==> src/design/scroll_gesture_classifier_assert.svh <==
// ----------------------------------------------------------------------------
// Assertion macros for the scroll gesture classifier
// Two concurrent assertion forms, compiled out when NO_ASSERTIONS is defined.
// ----------------------------------------------------------------------------
`ifndef SCROLL_GESTURE_CLASSIFIER_ASSERT_SVH
`define SCROLL_GESTURE_CLASSIFIER_ASSERT_SVH

`ifndef NO_ASSERTIONS

// Same-cycle implication.
`define SGC_ASSERT_IMPLY(name, clk, rst, ante, cons) \
   name: assert property (@(posedge clk) disable iff (rst) (ante) |-> (cons)) \
      else $error("assertion failed");

// Next-cycle implication.
`define SGC_ASSERT_NEXT(name, clk, rst, ante, cons) \
   name: assert property (@(posedge clk) disable iff (rst) (ante) |=> (cons)) \
      else $error("assertion failed");

`else

`define SGC_ASSERT_IMPLY(name, clk, rst, ante, cons)
`define SGC_ASSERT_NEXT(name, clk, rst, ante, cons)

`endif

`endif

==> src/design/sgc_pkg.sv <==
// ----------------------------------------------------------------------------
// sgc_pkg
// Types, thresholds and helper functions shared by the gesture classifier.
// ----------------------------------------------------------------------------
package sgc_pkg;

   typedef enum logic [1:0] {
      GESTURE_NONE  = 2'd0,
      GESTURE_WHEEL = 2'd1,
      GESTURE_PAN   = 2'd2,
      GESTURE_PINCH = 2'd3
   } gesture_type;

   typedef struct packed {
      logic               ctrl_held;
      logic               tick_y;
      logic               tick_x;
      logic signed [23:0] delta_y;
      logic signed [23:0] delta_x;
      logic        [63:0] time_ns;
      logic               is_scroll;
   } item_type;

   typedef struct packed {
      logic        wr;
      logic [31:0] data;
   } csr_wr_type;

   localparam int unsigned TDATA_IN_W  = 120;
   localparam int unsigned TDATA_OUT_W = 8;

   localparam logic [31:0] GAP_RESET   = 32'd150000000;
   localparam logic [22:0] MAG_MAX     = 23'h7FFFFF;
   localparam logic [22:0] ZERO_MAX    = 23'd65;
   localparam logic [22:0] SMALL_MAX   = 23'd36044;
   localparam logic [22:0] DETENT_LO   = 23'd58983;
   localparam logic [22:0] DETENT_HI   = 23'd229376;
   localparam logic [15:0] FRAC_TOL_LO = 16'd7864;
   localparam logic [15:0] FRAC_TOL_HI = 16'd57672;
   localparam logic [1:0]  COUNT_MAX   = 2'd3;

   // Q7.16 magnitude; the most negative code saturates.
   function automatic logic [22:0] magnitude(input logic [23:0] v);
      logic [23:0] neg;
      neg = 24'd0 - v;
      if (!v[23]) begin
         return v[22:0];
      end else if (v == 24'h800000) begin
         return MAG_MAX;
      end else begin
         return neg[22:0];
      end
   endfunction

   // Magnitude within range and within tolerance of a whole detent.
   function automatic logic is_detent(input logic [22:0] m);
      logic in_range;
      logic near;
      in_range = (m >= DETENT_LO) && (m <= DETENT_HI);
      near     = (m[15:0] <= FRAC_TOL_LO) || (m[15:0] >= FRAC_TOL_HI);
      return in_range && near;
   endfunction

endpackage

==> src/design/scroll_gesture_classifier.sv <==
// ----------------------------------------------------------------------------
// scroll_gesture_classifier
// Labels each event as none, mouse wheel, touchpad pan or pinch from burst
// history, tick flags and wheel-detent closeness of the scroll deltas.
// ----------------------------------------------------------------------------
//
// Channel   Direction  Transfer when           Carries
// req_*     in         req_tvalid & tready     one event per transfer
// rsp_*     out        rsp_tvalid & tready     one gesture per event
// csr_*     in         csr_valid & csr_ready   burst_gap_ns (always ready)
//
// Each event is held in the input register and is classified on its way to
// the result register, one event per cycle sustained while the response side
// does not stall. The 64-bit gap subtract and compare against the burst
// state sets the path. The output register advances whenever it is empty or
// its content is taken, so a request is taken in the same cycle a stalled
// response drains. Synchronous reset empties both registers, clears the burst
// and loads the gap with its default.
// ----------------------------------------------------------------------------
module scroll_gesture_classifier
   import sgc_pkg::*;
(
   input  logic                   clock,
   input  logic                   reset,

   input  logic                   req_tvalid,
   output logic                   req_tready,
   // time_ns[63:0], delta_x[87:64], delta_y[111:88], tick_x[112],
   // tick_y[113], ctrl_held[114], zero[119:115]
   input  logic [TDATA_IN_W-1:0]  req_tdata,
   // is_scroll[0]
   input  logic                   req_tuser,

   output logic                   rsp_tvalid,
   input  logic                   rsp_tready,
   // gesture[1:0], zero[7:2]
   output logic [TDATA_OUT_W-1:0] rsp_tdata,

   input  logic                   csr_valid,
   output logic                   csr_ready,
   input  logic [31:0]            csr_data
);

   item_type    in_item_ff, in_item_in;
   logic        in_valid_ff;
   logic        out_valid_ff;
   gesture_type gesture_ff;
   gesture_type gesture_calc;
   logic        advance;
   logic        req_fire;
   csr_wr_type  csr_wr;

   // The output slot frees when empty or when its transfer completes.
   assign advance    = in_valid_ff && (!out_valid_ff || rsp_tready);
   assign req_tready = !in_valid_ff || advance;
   assign req_fire   = req_tvalid && req_tready;

   // The user must write configuration only while idle; the block does not enforce it and takes it at once.
   assign csr_ready   = 1'b1;
   assign csr_wr.wr   = csr_valid;
   assign csr_wr.data = csr_data;

   // Unpack the request fields; pad bits are dropped.
   always_comb begin
      in_item_in.is_scroll = req_tuser;
      in_item_in.time_ns   = req_tdata[63:0];
      in_item_in.delta_x   = req_tdata[87:64];
      in_item_in.delta_y   = req_tdata[111:88];
      in_item_in.tick_x    = req_tdata[112];
      in_item_in.tick_y    = req_tdata[113];
      in_item_in.ctrl_held = req_tdata[114];
   end

   // Input register: hold the event until the classifier commits it.
   always_ff @(posedge clock) begin
      if (reset) begin
         in_valid_ff <= 1'b0;
      end else if (req_tready) begin
         in_valid_ff <= req_tvalid;
      end
   end

   always_ff @(posedge clock) begin
      if (req_fire) begin
         in_item_ff <= in_item_in;
      end
   end

   // Classify and update burst state as the event advances.
   sgc_classify_core u_core (
      .clock   (clock),
      .reset   (reset),
      .csr_wr  (csr_wr),
      .commit  (advance),
      .item    (in_item_ff),
      .gesture (gesture_calc)
   );

   // Result register: hold the verdict until the response transfer.
   always_ff @(posedge clock) begin
      if (reset) begin
         out_valid_ff <= 1'b0;
      end else if (!out_valid_ff || rsp_tready) begin
         out_valid_ff <= in_valid_ff;
      end
   end

   always_ff @(posedge clock) begin
      if (advance) begin
         gesture_ff <= gesture_calc;
      end
   end

   assign rsp_tvalid = out_valid_ff;
   assign rsp_tdata  = {{(TDATA_OUT_W - 2){1'b0}}, gesture_ff};

endmodule

==> src/design/sgc_classify_core.sv <==
// ----------------------------------------------------------------------------
// sgc_classify_core
// Burst state, gap register and single-pass verdict logic for one item.
// ----------------------------------------------------------------------------
module sgc_classify_core
   import sgc_pkg::*;
(
   input  logic        clock,
   input  logic        reset,
   input  csr_wr_type  csr_wr,
   input  logic        commit,
   input  item_type    item,
   output gesture_type gesture
);

`include "scroll_gesture_classifier_assert.svh"

   logic [31:0] gap_ff;
   logic [63:0] last_time_ff, last_time_in;
   logic [1:0]  count_ff, count_in;
   logic [22:0] peak_x_ff, peak_x_in;
   logic [22:0] peak_y_ff, peak_y_in;
   logic        seen_x_ff, seen_x_in;
   logic        seen_y_ff, seen_y_in;
   gesture_type lock_ff, lock_in;

   logic [22:0] mx, my;
   logic        nz_x, nz_y;
   logic [63:0] elapsed;
   logic        expired;
   logic [1:0]  base_count;
   logic [22:0] base_px, base_py;
   logic        base_sx, base_sy;
   gesture_type base_lock;
   logic        multi, ticks, lock_now;
   gesture_type guess;

   always_ff @(posedge clock) begin
      if (reset) begin
         gap_ff <= GAP_RESET;
      end else if (csr_wr.wr) begin
         gap_ff <= csr_wr.data;
      end
   end

   always_comb begin
      mx      = magnitude(item.delta_x);
      my      = magnitude(item.delta_y);
      nz_x    = mx > ZERO_MAX;
      nz_y    = my > ZERO_MAX;
      elapsed = item.time_ns - last_time_ff;
      expired = (count_ff != 2'd0) && (elapsed > {32'd0, gap_ff});

      // Start from an empty burst when the idle gap ran out.
      base_count = expired ? 2'd0  : count_ff;
      base_px    = expired ? 23'd0 : peak_x_ff;
      base_py    = expired ? 23'd0 : peak_y_ff;
      base_sx    = expired ? 1'b0  : seen_x_ff;
      base_sy    = expired ? 1'b0  : seen_y_ff;
      base_lock  = expired ? GESTURE_NONE : lock_ff;

      last_time_in = last_time_ff;
      count_in     = count_ff;
      peak_x_in    = peak_x_ff;
      peak_y_in    = peak_y_ff;
      seen_x_in    = seen_x_ff;
      seen_y_in    = seen_y_ff;
      lock_in      = lock_ff;
      gesture      = GESTURE_NONE;
      multi        = 1'b0;
      ticks        = 1'b0;
      lock_now     = 1'b0;
      guess        = GESTURE_PAN;

      if (!item.is_scroll) begin
         gesture = GESTURE_NONE;
      end else if (item.ctrl_held && (nz_x || nz_y)) begin
         // Pinch: drop the whole burst.
         last_time_in = 64'd0;
         count_in     = 2'd0;
         peak_x_in    = 23'd0;
         peak_y_in    = 23'd0;
         seen_x_in    = 1'b0;
         seen_y_in    = 1'b0;
         lock_in      = GESTURE_NONE;
         gesture      = GESTURE_PINCH;
      end else if (!nz_x && !nz_y) begin
         gesture = GESTURE_NONE;
      end else begin
         last_time_in = item.time_ns;
         count_in     = (base_count == COUNT_MAX) ? COUNT_MAX : base_count + 2'd1;
         peak_x_in    = (mx > base_px) ? mx : base_px;
         peak_y_in    = (my > base_py) ? my : base_py;
         seen_x_in    = base_sx | item.tick_x;
         seen_y_in    = base_sy | item.tick_y;
         lock_in      = base_lock;

         multi = count_in >= 2'd2;
         ticks = seen_x_in || seen_y_in;
         if (ticks) begin
            guess = GESTURE_WHEEL;
         end else if (nz_x) begin
            guess = (!multi && is_detent(mx)) ? GESTURE_WHEEL : GESTURE_PAN;
         end else begin
            guess = (!multi && is_detent(my)) ? GESTURE_WHEEL : GESTURE_PAN;
         end
         lock_now = ticks || multi || ((guess == GESTURE_WHEEL) &&
                    (is_detent(peak_y_in) || is_detent(peak_x_in)));

         if (base_lock != GESTURE_NONE) begin
            gesture = base_lock;
         end else begin
            gesture = guess;
            if (lock_now) begin
               lock_in = guess;
            end
         end
      end
   end

   always_ff @(posedge clock) begin
      if (reset) begin
         last_time_ff <= 64'd0;
         count_ff     <= 2'd0;
         peak_x_ff    <= 23'd0;
         peak_y_ff    <= 23'd0;
         seen_x_ff    <= 1'b0;
         seen_y_ff    <= 1'b0;
         lock_ff      <= GESTURE_NONE;
      end else if (commit) begin
         last_time_ff <= last_time_in;
         count_ff     <= count_in;
         peak_x_ff    <= peak_x_in;
         peak_y_ff    <= peak_y_in;
         seen_x_ff    <= seen_x_in;
         seen_y_ff    <= seen_y_in;
         lock_ff      <= lock_in;
      end
   end

   `SGC_ASSERT_IMPLY(a_lock_needs_burst, clock, reset, lock_ff != GESTURE_NONE, count_ff != 2'd0)
   `SGC_ASSERT_IMPLY(a_empty_burst_clean, clock, reset, count_ff == 2'd0,
      peak_x_ff == 23'd0 && peak_y_ff == 23'd0 && !seen_x_ff && !seen_y_ff)
   `SGC_ASSERT_NEXT(a_pinch_clears, clock, reset, commit && gesture == GESTURE_PINCH,
      count_ff == 2'd0 && lock_ff == GESTURE_NONE)
   `SGC_ASSERT_IMPLY(a_locked_holds, clock, reset,
      commit && item.is_scroll && !item.ctrl_held && !expired && lock_ff != GESTURE_NONE
      && (nz_x || nz_y), gesture == lock_ff)

endmodule

==> config.mk <==
export PLATFORM = sky130hd
export DESIGN_NAME = scroll_gesture_classifier
export DESIGN_NICKNAME = d
export VERILOG_FILES = /design/src/design/sgc_pkg.sv /design/src/design/scroll_gesture_classifier.sv /design/src/design/sgc_classify_core.sv
export VERILOG_INCLUDE_DIRS = /design/src /design/src/design
export SDC_FILE = /design/constraint.sdc
export NUM_CORES = 1
export LEC_CHECK = 0
export ABC_AREA = 1
export BUFFER_PORTS_ARGS = -buffer_cell sky130_fd_sc_hd__buf_4
export CAP_MARGIN = 20
export CELL_PAD_IN_SITES_DETAIL_PLACEMENT = 1
export CELL_PAD_IN_SITES_GLOBAL_PLACEMENT = 1
export CORE_MARGIN = 10
export CORE_UTILIZATION = 35
export DETAILED_ROUTE_END_ITERATION = 8
export GPL_ROUTABILITY_DRIVEN = 0
export PLACE_DENSITY_LB_ADDON = 0.25
export SLEW_MARGIN = 20
export SYNTH_ARGS = -nofsm -noshare
export SYNTH_HDL_FRONTEND = slang
export SYNTH_SLANG_ARGS = --single-unit
==> constraint.sdc <==
create_clock -name clock -period 8.3 [get_ports clock]
set_input_delay 1.245 -clock clock [delete_from_list [all_inputs] [get_ports clock]]
set_output_delay 1.245 -clock clock [all_outputs]
set_load 0.05 [all_outputs]
# Word-level counts from Yosys, hierarchy flattened

Cells that the tools add are included.

Register bits: 268
Bits in latches: 0
RAM bits: 0
Memory bits (read-only): 0
Input bits: 158
Output and inout bits: 11
Word-level logic and storage cells: 125
Memories: 0

Add/subtract/negate cells: 4
Multiply operators: 0
Divide/modulo/power cells: 0
Order comparisons: 22
Equality and inequality tests: 5
Shift operators: 0
Mux-type cells: 39
Bitwise gates (word level): 2
Reduce and logical (&&, ||, !) cells: 35

Operators by type and width:

| operator                | count |
|---|---|
| $mux W23                | 12 |
| $mux W64                | 2 |
| $ge A23 B16 Y1 const B  | 4 |
| $le A23 B18 Y1 const B  | 4 |
| $ge A16 B16 Y1 const B  | 4 |
| $gt A64 B32 Y1          | 1 |
| $le A16 B13 Y1 const B  | 4 |
| $sub A64 B64 Y64        | 1 |
| $eq A24 B24 Y1 const B  | 2 |
| $gt A23 B23 Y1          | 2 |
| $gt A23 B7 Y1 const B   | 2 |
| $sub A1 B23 Y23 const A | 2 |
| $mux W2                 | 19 |
| $logic_and A1 B1 Y1     | 16 |
| $logic_or A1 B1 Y1      | 11 |
| $mux W1                 | 6 |
| $logic_not A1 Y1        | 5 |
| $reduce_bool A2 Y1      | 2 |
| $reduce_and A3 Y1       | 1 |
| $add A2 B1 Y2 const B   | 1 |
| $eq A2 B1 Y1 const B    | 1 |
| $eq A2 B2 Y1 const B    | 1 |
| $ge A2 B2 Y1 const B    | 1 |
| $ne A2 B1 Y1 const B    | 1 |
| $or A1 B1 Y1            | 2 |

# Logic depth before layout (Yosys ltp)

Depth after elaboration: 22
Depth in mapped cells: 62
Gate-level depth less buffers: 57

# Hierarchy

From an unflattened synthesis, not the netlist that was laid out.

Cells, all modules: 3097
Area total of the unflattened synthesis: 20606.0 sq um

Modules (own cells, without submodules):

| module                    | instances | cells each | area each (sq um) | seq. area each (sq um) |
|---|---|---|---|---|
| sgc_classify_core         | 1         | 2958       | 16911.2           | 2962.8 |
| scroll_gesture_classifier | 1         | 139        | 3694.8            | 3583.4 |

# Least setup slack after synthesis

OpenSTA, ideal clock, no wires.

Path type: reg2reg
Start point: register in_item_ff[1] (netlist bit)
End point: register u_core.lock_ff[0]
Library setup time: 0.132 ns
Data arrival time: 6.325 ns
Required time: 8.168 ns
Setup slack: 1.843 ns
Cell stages (with the launch flop): 56
Path buffers: 5
Period minus slack after synthesis: 6.457 ns
Cell sequence: edfxtp_1 -> inv_1 -> ha_1 -> inv_1 -> fa_1 -> nand3_1 -> nand3_1 -> nand3_1 -> nand3_1 -> nand2_1 -> nand2_1 -> xor2_1 -> ha_1 -> nand2_1 -> nor2_1 -> nand2_1 -> nor2_1 -> nand3_1 -> [20 not listed] -> a21oi_1 -> o21ai_0 -> nand2_1 -> clkinv_1 -> clkbuf_1 -> nand2_1 -> nand2_1 -> nand3_1 -> nor2_1 -> nand3_1 -> nand2_1 -> nand3_1 -> nand3_1 -> nand2_1 -> nand2_1 -> nand2_1 -> nand2_1 -> a21oi_1

Longest elaborated chain between the ends: 22
Elaborated cells between the ends (all ways): 54
Classes of those cells: add/sub: 2; order compare: 12; eq/ne: 2; mux: 20; bitwise: 2; reduce/logical: 16

RTL lines:

| item                                                                    | RTL line                        | source |
|---|---|---|
| start, declared                                                         | scroll_gesture_classifier.sv:44 | `item_type in_item_ff, in_item_in;` |
| start signal, assigned                                                  | scroll_gesture_classifier.sv:85 | `in_item_ff <= in_item_in;` |
| $sub A64 B64 Y64 *                                                      | sgc_classify_core.sv:51         | `elapsed = item.time_ns - last_time_ff;` |
| $gt A64 B32 Y1 *                                                        | sgc_classify_core.sv:52         | `expired = (count_ff != 2'd0) && (elapsed > {32'd0, gap_ff});` |
| $logic_and A1 B1 Y1 *                                                   | sgc_classify_core.sv:52         |  |
| parallel branches: the longest is 16 deep, another holds $gt A23 B23 Y1 | -                               |  |
| $mux W2 *                                                               | sgc_classify_core.sv:110        | `if (base_lock != GESTURE_NONE) begin` |
| $mux W2 *                                                               | sgc_classify_core.sv:87         | `end else if (!nz_x && !nz_y) begin` |
| $mux W2 *                                                               | sgc_classify_core.sv:77         | `end else if (item.ctrl_held && (nz_x \|\| nz_y)) begin` |
| end signal, assigned                                                    | sgc_classify_core.sv:137        | `lock_ff <= lock_in;` |
| end, declared                                                           | sgc_classify_core.sv:25         | `gesture_type lock_ff, lock_in;` |

Mark *: on every way between the ends. The select of a mux whose other input is x is not followed.
A chain may end at the register's enable or synchronous reset.

# Final worst setup path

Same ends and word-level chain as after synthesis.

==> metrics.md <==
| Metric | Value |
|---|---|
| Vias | `20,510` |
| Mapped Area | `20,500 µm²` |
| Routed len/inst | `16.50 µm` |
| Post-synth top area cell | `nand2_1` |
| Chip width | `262.0 µm` |
| Core area | `57,810 µm²` |
| Yosys top cell area share | `0.2101` |
| LEAKAGE | `roughly 11 nW` |
| CTS buffer count | `35` |
| Biggest cell delay along the critical path | `about 0.44 ns` |
| # diodes | `0` |
| Initial antenna violation count | `1` |
| Worst Tran Pin Value | `1.117 ns` |
| Reg2Reg Setup Slack | `0.69 ns` |
| FF/Latch Area | `6546 µm²` |
| Crit Path Max Fanout | `17` |
| Post-synth EDFFs | `118` |
| # placed instances | `just over 4,000` |
| Iteration-0 DRC Markers | `roughly 1,000` |
| Final Hold Viols | `0` |
| Max Cap Viol | `0` |
| Fmax | `0.1314 GHz` |
| Ratio of cells with drive above 1 in the final layout | `0.09115` |
| DRT Pass-1 Iters | `5` |
| Max_slew headroom | `0.2556` |
| Die Ht | `262.0 µm` |
| Final-stage net count | `3,643` |
| Worst vdd ir | `0.1577 mV` |
| First-pass GRT wire length | `110.0 mm` |
| Crit path DAT | `8.08 ns` |
| Fillers | `7,527` |
| Status | `finished clean` |
| P per Cell Area | `176.5 nW/µm²` |
| Worst Path Required | `8.78 ns` |
| Clock transition at path regs | `0.06 ns` |
| Async S/R FF share, synth | `0` |
| Clock sink count | `268` |
| Critical Path Sink | `u_core.lock_ff[0]` |
| Final worst-path cycle share | `0.9168` |
| Met3 wire length | `3.241 mm` |
| Syn avg cell area | `about 6.4 µm²` |
| Clk_lat worst skew | `about 0.56 ns` |
| Full die area | `68,640 µm²` |
| R2R depth | `50` |
| Post-synth cell types | `56` |
| Startpoint types | `flip-flop` |
| Main flop type after synthesis | `dfxtp_1` |
| Most frequent cells after synthesis | `nand2_1 (1,147), inv_1 (518), nor2_1 (276)` |
| Port Buffers | `156` |
| Slew Viols, Final | `0` |
| Vias in the first global route | `21,200` |
| Post-Place Worst Slack | `0.2156 ns` |
| HP Class | `flip-flop to flip-flop` |
| FF-to-FF End | `u_core.lock_ff[0]` |
| Bufs on Longest Clock Path | `3` |
| Rows | `88` |
| Cell with the most instances after synthesis | `nand2_1` |
| Area of the multi-input gates | `roughly 12,000 µm²` |
| Reg2reg start | `in_item_ff[1]` |
| Final cell count without fillers | `4,133` |
| Synthesized instance count | `3,201` |
| TritonCTS clock tree | `built` |
| Worst path slowest cell | `a2111oi_0` |
| Synth Register Bits | `268` |
| Crit. End Element | `flip-flop` |
| Final TNS setup | `0 ns` |
| Syn. warnings | `0` |
| Worst Clk Skew | `between 0.02 and 0.025 ns` |
| Min Tclk post-route | `7.609 ns` |
| Grt ovf | `0` |
| Starting Density | `0.3546` |
| Root buffer cell | `clkbuf_16` |
| Setup WS post-layout | `0.6907 ns` |
| Final setup viols | `0` |
| Final WL | `between 60 and 70 mm` |
| RSZ-0062 raised after global routing | `no` |
| Met1 wire length | `32.32 mm` |
| DRC viols | `0` |
| DR WL met2 | `between 30 and 40 mm` |
| Io pins | `169` |
| Number of routed nets with antenna violations | `0` |
| Most common cell on crit path | `nand2_1` |
| CTS HTree Levels | `2` |
| Largest net degree at the start of global routing | `93` |
| Post-synthesis sequential area ratio | `0.3194` |
| Total Routing Usage GR | `0.1968` |
| Post-DP HPWL | `54.60 mm` |
| Max Used Layer | `met4` |
| Synthesis-to-finish area growth | `15.97%` |
| Crit path kind | `flip-flop to flip-flop` |
| Critical Path Source | `in_item_ff[1]` |
| Via/cell ratio | `4.963` |
| Synth top area cells | `nand2_1 (21%), edfxtp_1 (17%), dfxtp_1 (15%)` |
==> area by class of cell <==
class | instances | share of cell area
clock inverter | 20 | 0.01395
sequential | 268 | 0.2754
clock buffer | 44 | 0.04085
multi-input combinational | 2333 | 0.4892
inverter | 530 | 0.08391
tap | 765 | 0.04027
timing repair buffer | 173 | 0.05638
==> stage by stage <==
stage | hold WS (ns) | instance area [µm²] | util | total power, mW
after global placement | 0.4521 | 22380 | 0.3871 | 2.457
final | 0.4629 | 23770 | 0.4112 | 4.196
after global routing | 0.4823 | 23770 | 0.4112 | 4.446
after CTS | 0.4659 | 23680 | 0.4096 | 4.243
after floorplan | 0.4347 | 20510 | - | 2.171
after detailed placement | 0.4565 | 22380 | 0.3871 | 2.496
==> worst min path at each step <==
stage / slack, ns / depth (start not counted) / startpoint / end
after detailed placement: 0.46 / 2 / u_core.peak_x_ff[2] / u_core.peak_x_ff[2]
after floorplan: 0.43 / 2 / u_core.gap_ff[31] / u_core.gap_ff[31]
final: 0.46 / 2 / u_core.last_time_ff[49] / u_core.last_time_ff[49]
after CTS: 0.47 / 2 / u_core.peak_x_ff[2] / u_core.peak_x_ff[2]
after global routing: 0.48 / 2 / u_core.last_time_ff[56] / u_core.last_time_ff[56]
after global placement: 0.45 / 2 / u_core.last_time_ff[61] / u_core.last_time_ff[61]
==> where the power goes <==
part	switching [mW]	leakage, nW	internal [mW]	total, mW
logic	0.665	8.38	0.334	1.00
clock network	0.628	0.627	1.09	1.71
registers	0.0403	2.37	1.44	1.48
total	1.33	11.4	2.86	4.20
==> cell families after synthesis <==
family	after synthesis	share of synthesized area
xor gates and xnor gates	58	0.02478
DFF	268	0.3194
and+or+nand+nor	1736	0.3496
other	2	0.0003664
AOI/OAI and AO/OA	388	0.1012
buffers and inverters	605	0.1165
adders and majority gates	144	0.08827
==> what timing repair did <==
| item | in CTS | in global routing |
|---|---|---|
| resized for setup | 0 | 16 |
| setup buffers | 0 | 3 |
| endpoints found under the setup margin | 0 | 1 |
| hold buffers | 0 | 0 |
==> routing by layer <==
metal  track usage  vias up
met1        0.2621     9719
li1              -    10370
met3       0.03031       79
met2        0.3298      343
met5             0        -
met4       0.04581        0
==> state kept, by name, indices dropped and copies added, names as in the netlist, 2 cells and up <==
| signal | count |
|---|---|
| in_item_ff | 116 |
| u_core.last_time_ff | 64 |
| u_core.gap_ff | 32 |
| u_core.peak_x_ff | 23 |
| u_core.peak_y_ff | 23 |
| gesture_ff | 2 |
| u_core.count_ff | 2 |
| u_core.lock_ff | 2 |
==> worst max-delay path, delay by kind of cell, from the launching register on <==
| kind | cells | cell delay, ns |
|---|---|---|
| AO/OA/AOI/OAI | 5 | 0.94 |
| AND/OR/NAND/NOR | 35 | 4.16 |
| flip-flops | 1 | 0.39 |
| buffers and inverters | 5 | 0.63 |
| XOR/XNOR | 1 | 0.22 |
| adder cells (fa/ha/maj) | 4 | 1.20 |
==> cell usage in the layout (no fill, tap or decap), types with 51 or more instances in the layout <==
| cell | instances |
|---|---|
| edfxtp_1 | 118 |
| xor2_1 | 51 |
| nor2_1 | 271 |
| nand2_1 | 1146 |
| nand3_1 | 141 |
| o21ai_0 | 80 |
| a21oi_1 | 255 |
| inv_1 | 516 |
| ha_1 | 143 |
| buf_4 | 169 |
| dfxtp_1 | 150 |
Power figures use the tool's default switching activity.
